### src/rtl/core/kar_pkg.sv
`timescale 1ns / 1ps
`default_nettype none

package kar_pkg;

    // Bank size and field widths
    localparam int NUM_CONTROLS = 12;
    localparam int IDX_W        = 4;
    localparam int TIME_W       = 32;
    localparam int CFG_W        = 16;

    // Register reset values
    localparam logic [CFG_W-1:0] DELAY_RESET    = 16'd500;
    localparam logic [CFG_W-1:0] INTERVAL_RESET = 16'd30;

    // Register indexes on the configuration port
    localparam logic [1:0] REG_DELAY    = 2'd0;
    localparam logic [1:0] REG_INTERVAL = 2'd1;
    localparam logic [1:0] REG_EVENTS   = 2'd2;

    typedef enum logic [1:0] {
        KIND_DOWN    = 2'd0,
        KIND_UP      = 2'd1,
        KIND_SUMMARY = 2'd2
    } kind_t;

    typedef struct packed {
        logic [NUM_CONTROLS-1:0] held_mask;
        logic [TIME_W-1:0]       now_ms;
    } in_item_t;

    typedef struct packed {
        kind_t                   kind;
        logic [IDX_W-1:0]        control_index;
        logic [NUM_CONTROLS-1:0] triggered_mask;
        logic                    last;
    } out_item_t;

    typedef struct packed {
        logic [CFG_W-1:0] delay_ms;
        logic [CFG_W-1:0] interval_ms;
        logic             events_enabled;
    } cfg_t;

    // What one lane found for the accepted update
    typedef struct packed {
        logic fire;
        logic released;
    } lane_evt_t;

    // Status of the merge stage seen by the top level
    typedef struct packed {
        logic job_valid;
        logic finish;
    } merge_stat_t;

endpackage

`default_nettype wire

### src/rtl/core/kar_lane.sv
`timescale 1ns / 1ps
`default_nettype none

module kar_lane
    import kar_pkg::*;
(
    input  wire logic              aclk,
    input  wire logic              aresetn,
    input  wire logic              accept,
    input  wire logic              is_dn,
    input  wire logic              was_dn,
    input  wire logic [TIME_W-1:0] now_ms,
    input  wire cfg_t              cfg,
    output lane_evt_t              evt
);

    logic [TIME_W-1:0] deadline_reg;
    logic [TIME_W-1:0] deadline_next;
    logic              press;
    logic              repeat_due;

    // Classify this control for the current update
    always_comb begin
        press      = is_dn && !was_dn;
        repeat_due = is_dn && was_dn && (now_ms > deadline_reg);
        evt.fire     = press || repeat_due;
        evt.released = !is_dn && was_dn;
    end

    // Arm on a new press, advance on a repeat
    always_comb begin
        deadline_next = deadline_reg;
        if (press) begin
            deadline_next = now_ms + {{(TIME_W-CFG_W){1'b0}}, cfg.delay_ms};
        end else if (repeat_due) begin
            deadline_next = deadline_reg + {{(TIME_W-CFG_W){1'b0}}, cfg.interval_ms};
        end
    end

    always_ff @(posedge aclk) begin
        if (!aresetn) begin
            deadline_reg <= '0;
        end else if (accept) begin
            deadline_reg <= deadline_next;
        end
    end

endmodule

`default_nettype wire

### src/rtl/core/kar_merge.sv
`timescale 1ns / 1ps
`default_nettype none

module kar_merge
    import kar_pkg::*;
(
    input  wire logic                    aclk,
    input  wire logic                    aresetn,
    input  wire logic                    load,
    input  wire logic [NUM_CONTROLS-1:0] ev_mask,
    input  wire logic [NUM_CONTROLS-1:0] up_mask,
    input  wire logic [NUM_CONTROLS-1:0] trig_mask,
    output logic                         ready,
    output logic                         m_valid,
    input  wire logic                    m_ready,
    output out_item_t                    m_data,
    output merge_stat_t                  stat
);

    logic                    job_valid_reg;
    logic [NUM_CONTROLS-1:0] ev_reg;
    logic [NUM_CONTROLS-1:0] up_reg;
    logic [NUM_CONTROLS-1:0] trig_reg;
    logic                    m_valid_reg;
    out_item_t               m_data_reg;

    logic                    out_free;
    logic                    has_ev;
    logic                    step;
    logic                    finish;
    logic [NUM_CONTROLS-1:0] lowest;
    logic [IDX_W-1:0]        lowest_idx;
    out_item_t               item_next;

    // Isolate and encode the lowest pending control
    always_comb begin
        lowest     = ev_reg & (~ev_reg + {{(NUM_CONTROLS-1){1'b0}}, 1'b1});
        lowest_idx = '0;
        for (int i = 0; i < NUM_CONTROLS; i++) begin
            if (lowest[i]) begin
                lowest_idx = lowest_idx | IDX_W'(i);
            end
        end
    end

    // Pick the next item: an event in control order, else the summary
    always_comb begin
        out_free = !m_valid_reg || m_ready;
        has_ev   = |ev_reg;
        step     = job_valid_reg && out_free;
        finish   = step && !has_ev;
        ready    = !job_valid_reg || finish;
        if (has_ev) begin
            item_next.kind           = ((up_reg & lowest) != '0) ? KIND_UP : KIND_DOWN;
            item_next.control_index  = lowest_idx;
            item_next.triggered_mask = '0;
            item_next.last           = 1'b0;
        end else begin
            item_next.kind           = KIND_SUMMARY;
            item_next.control_index  = '0;
            item_next.triggered_mask = trig_reg;
            item_next.last           = 1'b1;
        end
    end

    // Hold the job and the output register
    always_ff @(posedge aclk) begin
        if (!aresetn) begin
            job_valid_reg <= 1'b0;
            m_valid_reg   <= 1'b0;
        end else begin
            if (out_free) begin
                m_valid_reg <= step;
            end
            if (step) begin
                m_data_reg <= item_next;
            end
            if (load) begin
                job_valid_reg <= 1'b1;
                ev_reg        <= ev_mask;
                up_reg        <= up_mask;
                trig_reg      <= trig_mask;
            end else begin
                if (finish) begin
                    job_valid_reg <= 1'b0;
                end
                if (step) begin
                    ev_reg <= ev_reg & ~lowest;
                end
            end
        end
    end

    assign m_valid        = m_valid_reg;
    assign m_data         = m_data_reg;
    assign stat.job_valid = job_valid_reg;
    assign stat.finish    = finish;

endmodule

`default_nettype wire

### src/rtl/core/key_auto_repeat.sv
// Channel   Direction  Handshake           Payload
// s_        in         s_valid / s_ready   in_item_t  (held_mask, now_ms)
// m_        out        m_valid / m_ready   out_item_t (kind, control_index, triggered_mask, last)
// apb       in         psel/penable/pready registers at 0x0, 0x4, 0x8
//
// An update is classified in the lanes, then yields E event items and a summary (E is the number
// of down/up events, 0..12); the output register emits one item a cycle unless m_ready stalls.
// The next update is accepted in the cycle its predecessor's summary is loaded out.
// Reset (aresetn low, synchronous) clears deadlines, previous mask and pending job.
// A stalled m_ready holds the output item and, while a job is pending, keeps s_ready low.
`timescale 1ns / 1ps
`default_nettype none

module key_auto_repeat
    import kar_pkg::*;
(
    input  wire logic        aclk,
    input  wire logic        aresetn,
    input  wire logic        s_valid,
    output logic             s_ready,
    input  wire in_item_t    s_data,
    output logic             m_valid,
    input  wire logic        m_ready,
    output out_item_t        m_data,
    input  wire logic        psel,
    input  wire logic        penable,
    input  wire logic        pwrite,
    input  wire logic [3:0]  paddr,
    input  wire logic [31:0] pwdata,
    output logic [31:0]      prdata,
    output logic             pready
);

    cfg_t                    cfg_reg;
    logic [NUM_CONTROLS-1:0] prev_held_reg;
    logic                    accept;
    logic                    cfg_wr;
    lane_evt_t               lane_evt [NUM_CONTROLS];
    logic [NUM_CONTROLS-1:0] fire_mask;
    logic [NUM_CONTROLS-1:0] up_mask;
    logic [NUM_CONTROLS-1:0] ev_mask;
    merge_stat_t             stat;

    assign pready = 1'b1;
    assign cfg_wr = psel && penable && pwrite;
    assign accept = s_valid && s_ready;

    // Write configuration registers
    always_ff @(posedge aclk) begin
        if (!aresetn) begin
            cfg_reg.delay_ms       <= DELAY_RESET;
            cfg_reg.interval_ms    <= INTERVAL_RESET;
            cfg_reg.events_enabled <= 1'b1;
        end else if (cfg_wr) begin
            unique case (paddr[3:2])
                REG_DELAY:    cfg_reg.delay_ms       <= pwdata[CFG_W-1:0];
                REG_INTERVAL: cfg_reg.interval_ms    <= pwdata[CFG_W-1:0];
                REG_EVENTS:   cfg_reg.events_enabled <= pwdata[0];
                default:      ;
            endcase
        end
    end

    // Read back configuration
    always_comb begin
        unique case (paddr[3:2])
            REG_DELAY:    prdata = {{(32-CFG_W){1'b0}}, cfg_reg.delay_ms};
            REG_INTERVAL: prdata = {{(32-CFG_W){1'b0}}, cfg_reg.interval_ms};
            REG_EVENTS:   prdata = {31'd0, cfg_reg.events_enabled};
            default:      prdata = '0;
        endcase
    end

    // Remember the held mask of the last accepted update
    always_ff @(posedge aclk) begin
        if (!aresetn) begin
            prev_held_reg <= '0;
        end else if (accept) begin
            prev_held_reg <= s_data.held_mask;
        end
    end

    // One lane per control
    for (genvar g = 0; g < NUM_CONTROLS; g++) begin : g_lane
        kar_lane u_lane (
            .aclk    (aclk),
            .aresetn (aresetn),
            .accept  (accept),
            .is_dn   (s_data.held_mask[g]),
            .was_dn  (prev_held_reg[g]),
            .now_ms  (s_data.now_ms),
            .cfg     (cfg_reg),
            .evt     (lane_evt[g])
        );
        assign fire_mask[g] = lane_evt[g].fire;
        assign up_mask[g]   = lane_evt[g].released;
    end

    // Drop per-control events when they are disabled
    assign ev_mask = cfg_reg.events_enabled ? (fire_mask | up_mask) : '0;

    kar_merge u_merge (
        .aclk      (aclk),
        .aresetn   (aresetn),
        .load      (accept),
        .ev_mask   (ev_mask),
        .up_mask   (up_mask),
        .trig_mask (fire_mask),
        .ready     (s_ready),
        .m_valid   (m_valid),
        .m_ready   (m_ready),
        .m_data    (m_data),
        .stat      (stat)
    );

`ifndef NO_ASSERTIONS
    a_last_is_summary: assert property (@(posedge aclk) disable iff (!aresetn)
        m_valid |-> (m_data.last == (m_data.kind == KIND_SUMMARY)))
        else $error("last flag does not match summary item");

    a_event_fields: assert property (@(posedge aclk) disable iff (!aresetn)
        (m_valid && m_data.kind != KIND_SUMMARY) |->
            (m_data.triggered_mask == '0 && m_data.control_index < IDX_W'(NUM_CONTROLS)))
        else $error("event item carries bad fields");

    a_load_job: assert property (@(posedge aclk) disable iff (!aresetn)
        accept |=> stat.job_valid)
        else $error("accepted item did not start a job");

    a_accept_when_free: assert property (@(posedge aclk) disable iff (!aresetn)
        accept |-> (!stat.job_valid || stat.finish))
        else $error("item accepted while a job is still draining");
`endif

endmodule

`default_nettype wire
### config.mk
export PLATFORM = sky130hd
export DESIGN_NAME = key_auto_repeat
export DESIGN_NICKNAME = d
export VERILOG_FILES = /design/src/rtl/core/kar_pkg.sv /design/src/rtl/core/kar_lane.sv /design/src/rtl/core/kar_merge.sv /design/src/rtl/core/key_auto_repeat.sv
export SDC_FILE = /design/constraint.sdc
export NUM_CORES = 2
export LEC_CHECK = 0
export BUFFER_PORTS_ARGS = -buffer_cell sky130_fd_sc_hd__buf_2
export CAP_MARGIN = 15
export CORE_MARGIN = 2
export CORE_UTILIZATION = 45
export CTS_BUF_LIST = sky130_fd_sc_hd__clkbuf_4
export DETAILED_ROUTE_END_ITERATION = 8
export PLACE_DENSITY_LB_ADDON = 0.3
export SYNTH_ARGS = -nofsm -noshare
export SYNTH_HDL_FRONTEND = slang
export SYNTH_HIERARCHICAL = 1
export SYNTH_SLANG_ARGS = --single-unit
### constraint.sdc
create_clock -name aclk -period 4.2 [get_ports aclk]
set_input_delay 0.21 -clock aclk [delete_from_list [all_inputs] [get_ports aclk]]
set_output_delay 0.21 -clock aclk [all_outputs]
set_load 0.01 [all_outputs]
# Word level (Yosys, flattened, before mapping)
# Cells that the tools add are included.
# totals
ff_bits,486
input_bits,87
elab_cells,231
# classes
addsub,14
order_cmp,12
n_eq_ne,2
mux,43
bitwise,6
reduce_logical,129
# ops
cell,count
2-to-1 mux 32 bit,24
adder 32 x 16 -> 32 bit,13
> comparator 32 bit,12
logical AND 1 bit,53
case mux 16 bit (3 select lines),1
bitwise AND 12 bit,3
2-to-1 mux 12 bit,3
AND reduction 2 bit,18
nonzero test 2 bit,14
zero test 1 bit,27
inverter 12 bit,2
2-to-1 mux 4 bit,4
logical OR 1 bit,14
adder 12 x 1 -> 12 bit (second input constant),1
2-to-1 mux 3 bit,4
OR 12 bit,1
nonzero test 12 bit,1
OR reduction 12 bit,1
2-to-1 mux 1 bit,5
2-to-1 mux 2 bit,2
equality test 2 x 1 -> 1 bit (second input constant),1
equality test 2 bit (second input constant),1
zero test 2 bit,1

# Logic depth before layout (Yosys ltp)
# logic_depth
depth_word,14
depth_mapped,16

# By module
# Netlist, hierarchy kept.
# modules_own_cells
module,instances,cells_per_inst,area_each_um2,seq_area_each_um2
kar_lane (g_lane[10].u_lane ...),8,592,4393.0,640.6
kar_lane (g_lane[0].u_lane ...),3,602,4418.0,640.6
kar_lane (g_lane[9].u_lane),1,581,4237.8,640.6
kar_merge,1,167,2303.5,1691.6
key_auto_repeat,1,271,2259.7,900.9

# Least setup slack after synthesis
# OpenSTA, ideal clock, no wires.
# synth_timing
path_type,reg2reg
startpoint,register u_merge.ev_reg[2]
endpoint,register g_lane[0].u_lane.deadline_reg[28]
setup_ps,82
arrival_time_ps,4373
required_ps,4118
path_slack_ps,-256
stages_incl_launch_ff,15
synth_period_minus_slack_ps,4456
cell_sequence,edfxtp_1 nor4_1 and3_1 nand2_1 nand2_1 nand2_1 inv_1 clkbuf_1 and2_1 a21bo_2 a311oi_2 a211o_2 nand2_2 or4_1 o221ai_1
# synth_via
elab_chain_cells,6
# synth_lines
element,line,text
"start, declared",kar_merge.sv:21,logic [NUM_CONTROLS-1:0] ev_reg;
"start signal, assigned",kar_merge.sv:80,ev_reg <= ev_mask;
"start signal, assigned",kar_merge.sv:88,ev_reg <= ev_reg & ~lowest;
OR reduction 12 bit,kar_merge.sv:49,has_ev = |ev_reg;
zero test 1 bit,kar_merge.sv:51,finish = step && !has_ev;
logical AND 1 bit,kar_merge.sv:51,
logical OR 1 bit,kar_merge.sv:52,ready = !job_valid_reg || finish;
via s_ready,key_auto_repeat.sv:20,"output logic s_ready,"
logical AND 1 bit,key_auto_repeat.sv:46,assign accept = s_valid && s_ready;
via accept,key_auto_repeat.sv:36,logic accept;
AND reduction 2 bit (no source line),--,
"end signal, assigned",kar_lane.sv:44,deadline_reg <= deadline_next;
"end, declared",kar_lane.sv:17,logic [TIME_W-1:0] deadline_reg;
# The timed path passes the listed nets, and every way through them passes these cells.
# A chain may end at the register's enable or synchronous reset.

# Worst setup path in the final report
# layout_timing
startpoint,register cfg_reg[24] in the netlist's numbering
endpoint,register g_lane[4].u_lane.deadline_reg[27]
# layout_via
elab_chain_cells,2
# layout_lines
element,line,text
"start, declared",key_auto_repeat.sv:34,cfg_t cfg_reg;
adder 32 x 16 -> 32 bit,kar_lane.sv:34,"deadline_next = now_ms + {{(TIME_W-CFG_W){1'b0}}, cfg.delay_ms};"
2-to-1 mux 32 bit,kar_lane.sv:33,if (press) begin
"end signal, assigned",kar_lane.sv:44,
"end, declared",kar_lane.sv:17,
# Every way passes these cells.

==> metrics.yaml <==
fp.dieH_um: 360
total_power_mw: 16.0
pwr_density_cell_nw_per_um2: 250
max_stage_delay_ps: 790
comb_power_share_pct: 33.4
clkLatencyLatePin_ps: 1220
finalSetupViolCount: 0
coreArea_sq_um: 126000
tightestPinTransition_ps: 1230
max_cap_viol_count: 0
synthCells: 7558
timing.reg2reg.setup_slack_ps: 360
largest_reg_flops: 384
p_sw_mw: 6.20
crit_end: "g_lane[4].u_lane/deadline_reg[27]"
r2r_start: "cfg_reg[24]"
setup.worst_path.end_class: "flop"
clkTransAtPathRegs_ps: 70
antenna_found_initial: 8
vias: 61475
cp.depth: 11
post_cts_buffers: 0
final_common_cell: "ha_1"
whs_ps: 106
syn_area_sq_um: 57200
drtIter0Drc: 6179
crit_start: "cfg_reg[24]"
ioPinCount: 141
initial_core_util_pct: 45.4
cp-start-kind: "flop"
min_period_over_period_pct: 91.5
drcViolationCount: 0
r2r_end: "g_lane[4].u_lane/deadline_reg[27]"
finalSetupTns_ps: 0
place_ws_ps: 533
critPathRequiredTime_ps: 5300
cts.sinks: 486
cp_top_family: "compound AO/OA/AOI/OAI gates"
cts_max_path_buffers: 3
die_width_um: 360
design_area_sq_um: 64000
grt_max_degree: 78
critPathBufInv: 2
htreeDepth: 4
critPathKind: "flop to flop"
syn_to_final_growth_pct: 11.9
maxClockFrequency_ghz: 0.260
leakagePower_nw: 25.8
crit_path_cell_trace: "buf_4, ha_1, nand3_1, nor4_1, o21bai_1, a21oi_2, o211ai_1, nor2_1, xnor2_1, dlygate4sd3_1, a211oi_1"
p_sw_share_pct: 38.7
hold_class: "input port to flop"
portBuffers: 105
layout_common_cells: "768 x ha_1, 744 x nand2_1, 730 x a21oi_1"
drive_gt1_share_pct: 10.2
syn_avg_cell_area_sq_um: 7.57
wl_um: 217000
crit_slowest_cell: "dfxtp_1"
final.fill_count: 12347
grt.overflow.total: 0
pwr-share-seq_pct: 33.2
whs_path_depth: 3
timing.final.ws_setup_ps: 355
rows: 130
numCtsBuffers: 154
dr.pass1.iters: 6
die_area_sq_um: 130000
power.internal_mw: 9.81
post_drt_via_cell_ratio: 6.34
status: "finished, final reports clean"
dp_hpwl_um: 160000
placed_cell_area_sq_um: 60500
slew_headroom_pct: 17.7
hold_viol: 0
grt_pass1_vias: 56989
grt_usage_pct: 32.1
peakVddDrop_mv: 0.305
nets: 8810
period_minus_slack_ps: 3840
post_drt_wl_per_cell_um: 22.4
grt_pass1_wl_um: 329000
slew_viol_final: 0
gp_congestion: 0.984
clockPowerShare_pct: 33.5
rsz0062_at_grt: "no"
arrival_ps: 4950
clockRootBuffer: "clkbuf_4"
ys_warn_count: 6
worstRegToRegCells: 11
cp_max_fo: 7
final.setup_skew_ps: 71.0
final_antenna_net_count: 0
cts_tree: "yes"
[how the worst min path moves through the flow]
| stage | slack, ps | endpoint | from |
|---|---|---|---|
| finish | 110 | g_lane[10].u_lane/deadline_reg[17] | aresetn |
| global placement | 470 | g_lane[9].u_lane/deadline_reg[1] | g_lane[9].u_lane/deadline_reg[1] |
| CTS | 2 | g_lane[11].u_lane/deadline_reg[7] | s_data[6] |
| detailed placement | 470 | g_lane[11].u_lane/deadline_reg[15] | g_lane[11].u_lane/deadline_reg[15] |
| global route | 110 | g_lane[10].u_lane/deadline_reg[17] | aresetn |
| floorplan | 330 | g_lane[9].u_lane/deadline_reg[30] | aresetn |
[layer usage]
| metal | share of wire [%] | track usage [%] | vias to the layer above | wire length (um) |
|---|---|---|---|---|
| met5 | 0.037 | 0 | - | 80 |
| met4 | 5.2 | 16.4 | 6 | 11300 |
| met3 | 11 | 5.90 | 513 | 23800 |
| met2 | 42 | 48.3 | 3109 | 91200 |
| met1 | 42 | 43.6 | 28885 | 90800 |
| li1 | - | - | 28962 | - |
[worst reg2reg max path, cell delays in order (launching register included)]
cell and delay (ps):
dfxtp_1 790, buf_4 300, ha_1 200, nand3_1 120
nor4_1 450, o21bai_1 220, a21oi_2 350, o211ai_1 260
nor2_1 170, xnor2_1 90, dlygate4sd3_1 580, a211oi_1 250
[power by group through the flow]
| stage | clock [mW] | combinational, mW | sequential [mW] |
|---|---|---|---|
| after floorplan | 0 | 3.55 | 5.31 |
| after global placement | 0 | 4.96 | 5.38 |
| after detailed placement | 0 | 5.08 | 5.39 |
| after CTS | 5.44 | 5.21 | 5.29 |
| after global routing | 5.66 | 5.85 | 5.34 |
| final | 5.36 | 5.34 | 5.31 |
[stage by stage]
stage                     util, %  std cells
after floorplan                 -       7573
after global placement       48.1       9288
after detailed placement     48.1       9288
after CTS                    50.8       9686
after global routing         50.8       9693
final                        50.8       9695
[final cells by class]
| cell class | instances | area [sq um] | share of cell area [%] |
|---|---|---|---|
| repair buffers | 469 | 3850 | 6.02 |
| diodes | 8 | 20.0 | 0.0313 |
| clock buffers | 222 | 1670 | 2.61 |
| flip-flops and latches | 486 | 10300 | 16.1 |
| clock inverters | 40 | 347 | 0.542 |
| well taps | 1650 | 2060 | 3.23 |
| multi-input cells | 6298 | 43800 | 68.4 |
| inverters | 522 | 1960 | 3.07 |
[repair_timing]
item / 4_1_cts / 5_1_grt
hold buffers: 136 / 0
setup endpoints to repair: 0 / 0
gates resized for setup: 0 / 0
endpoints found under the hold margin: 498 / 0
Note: power is estimated with default switching activity, not from simulation.
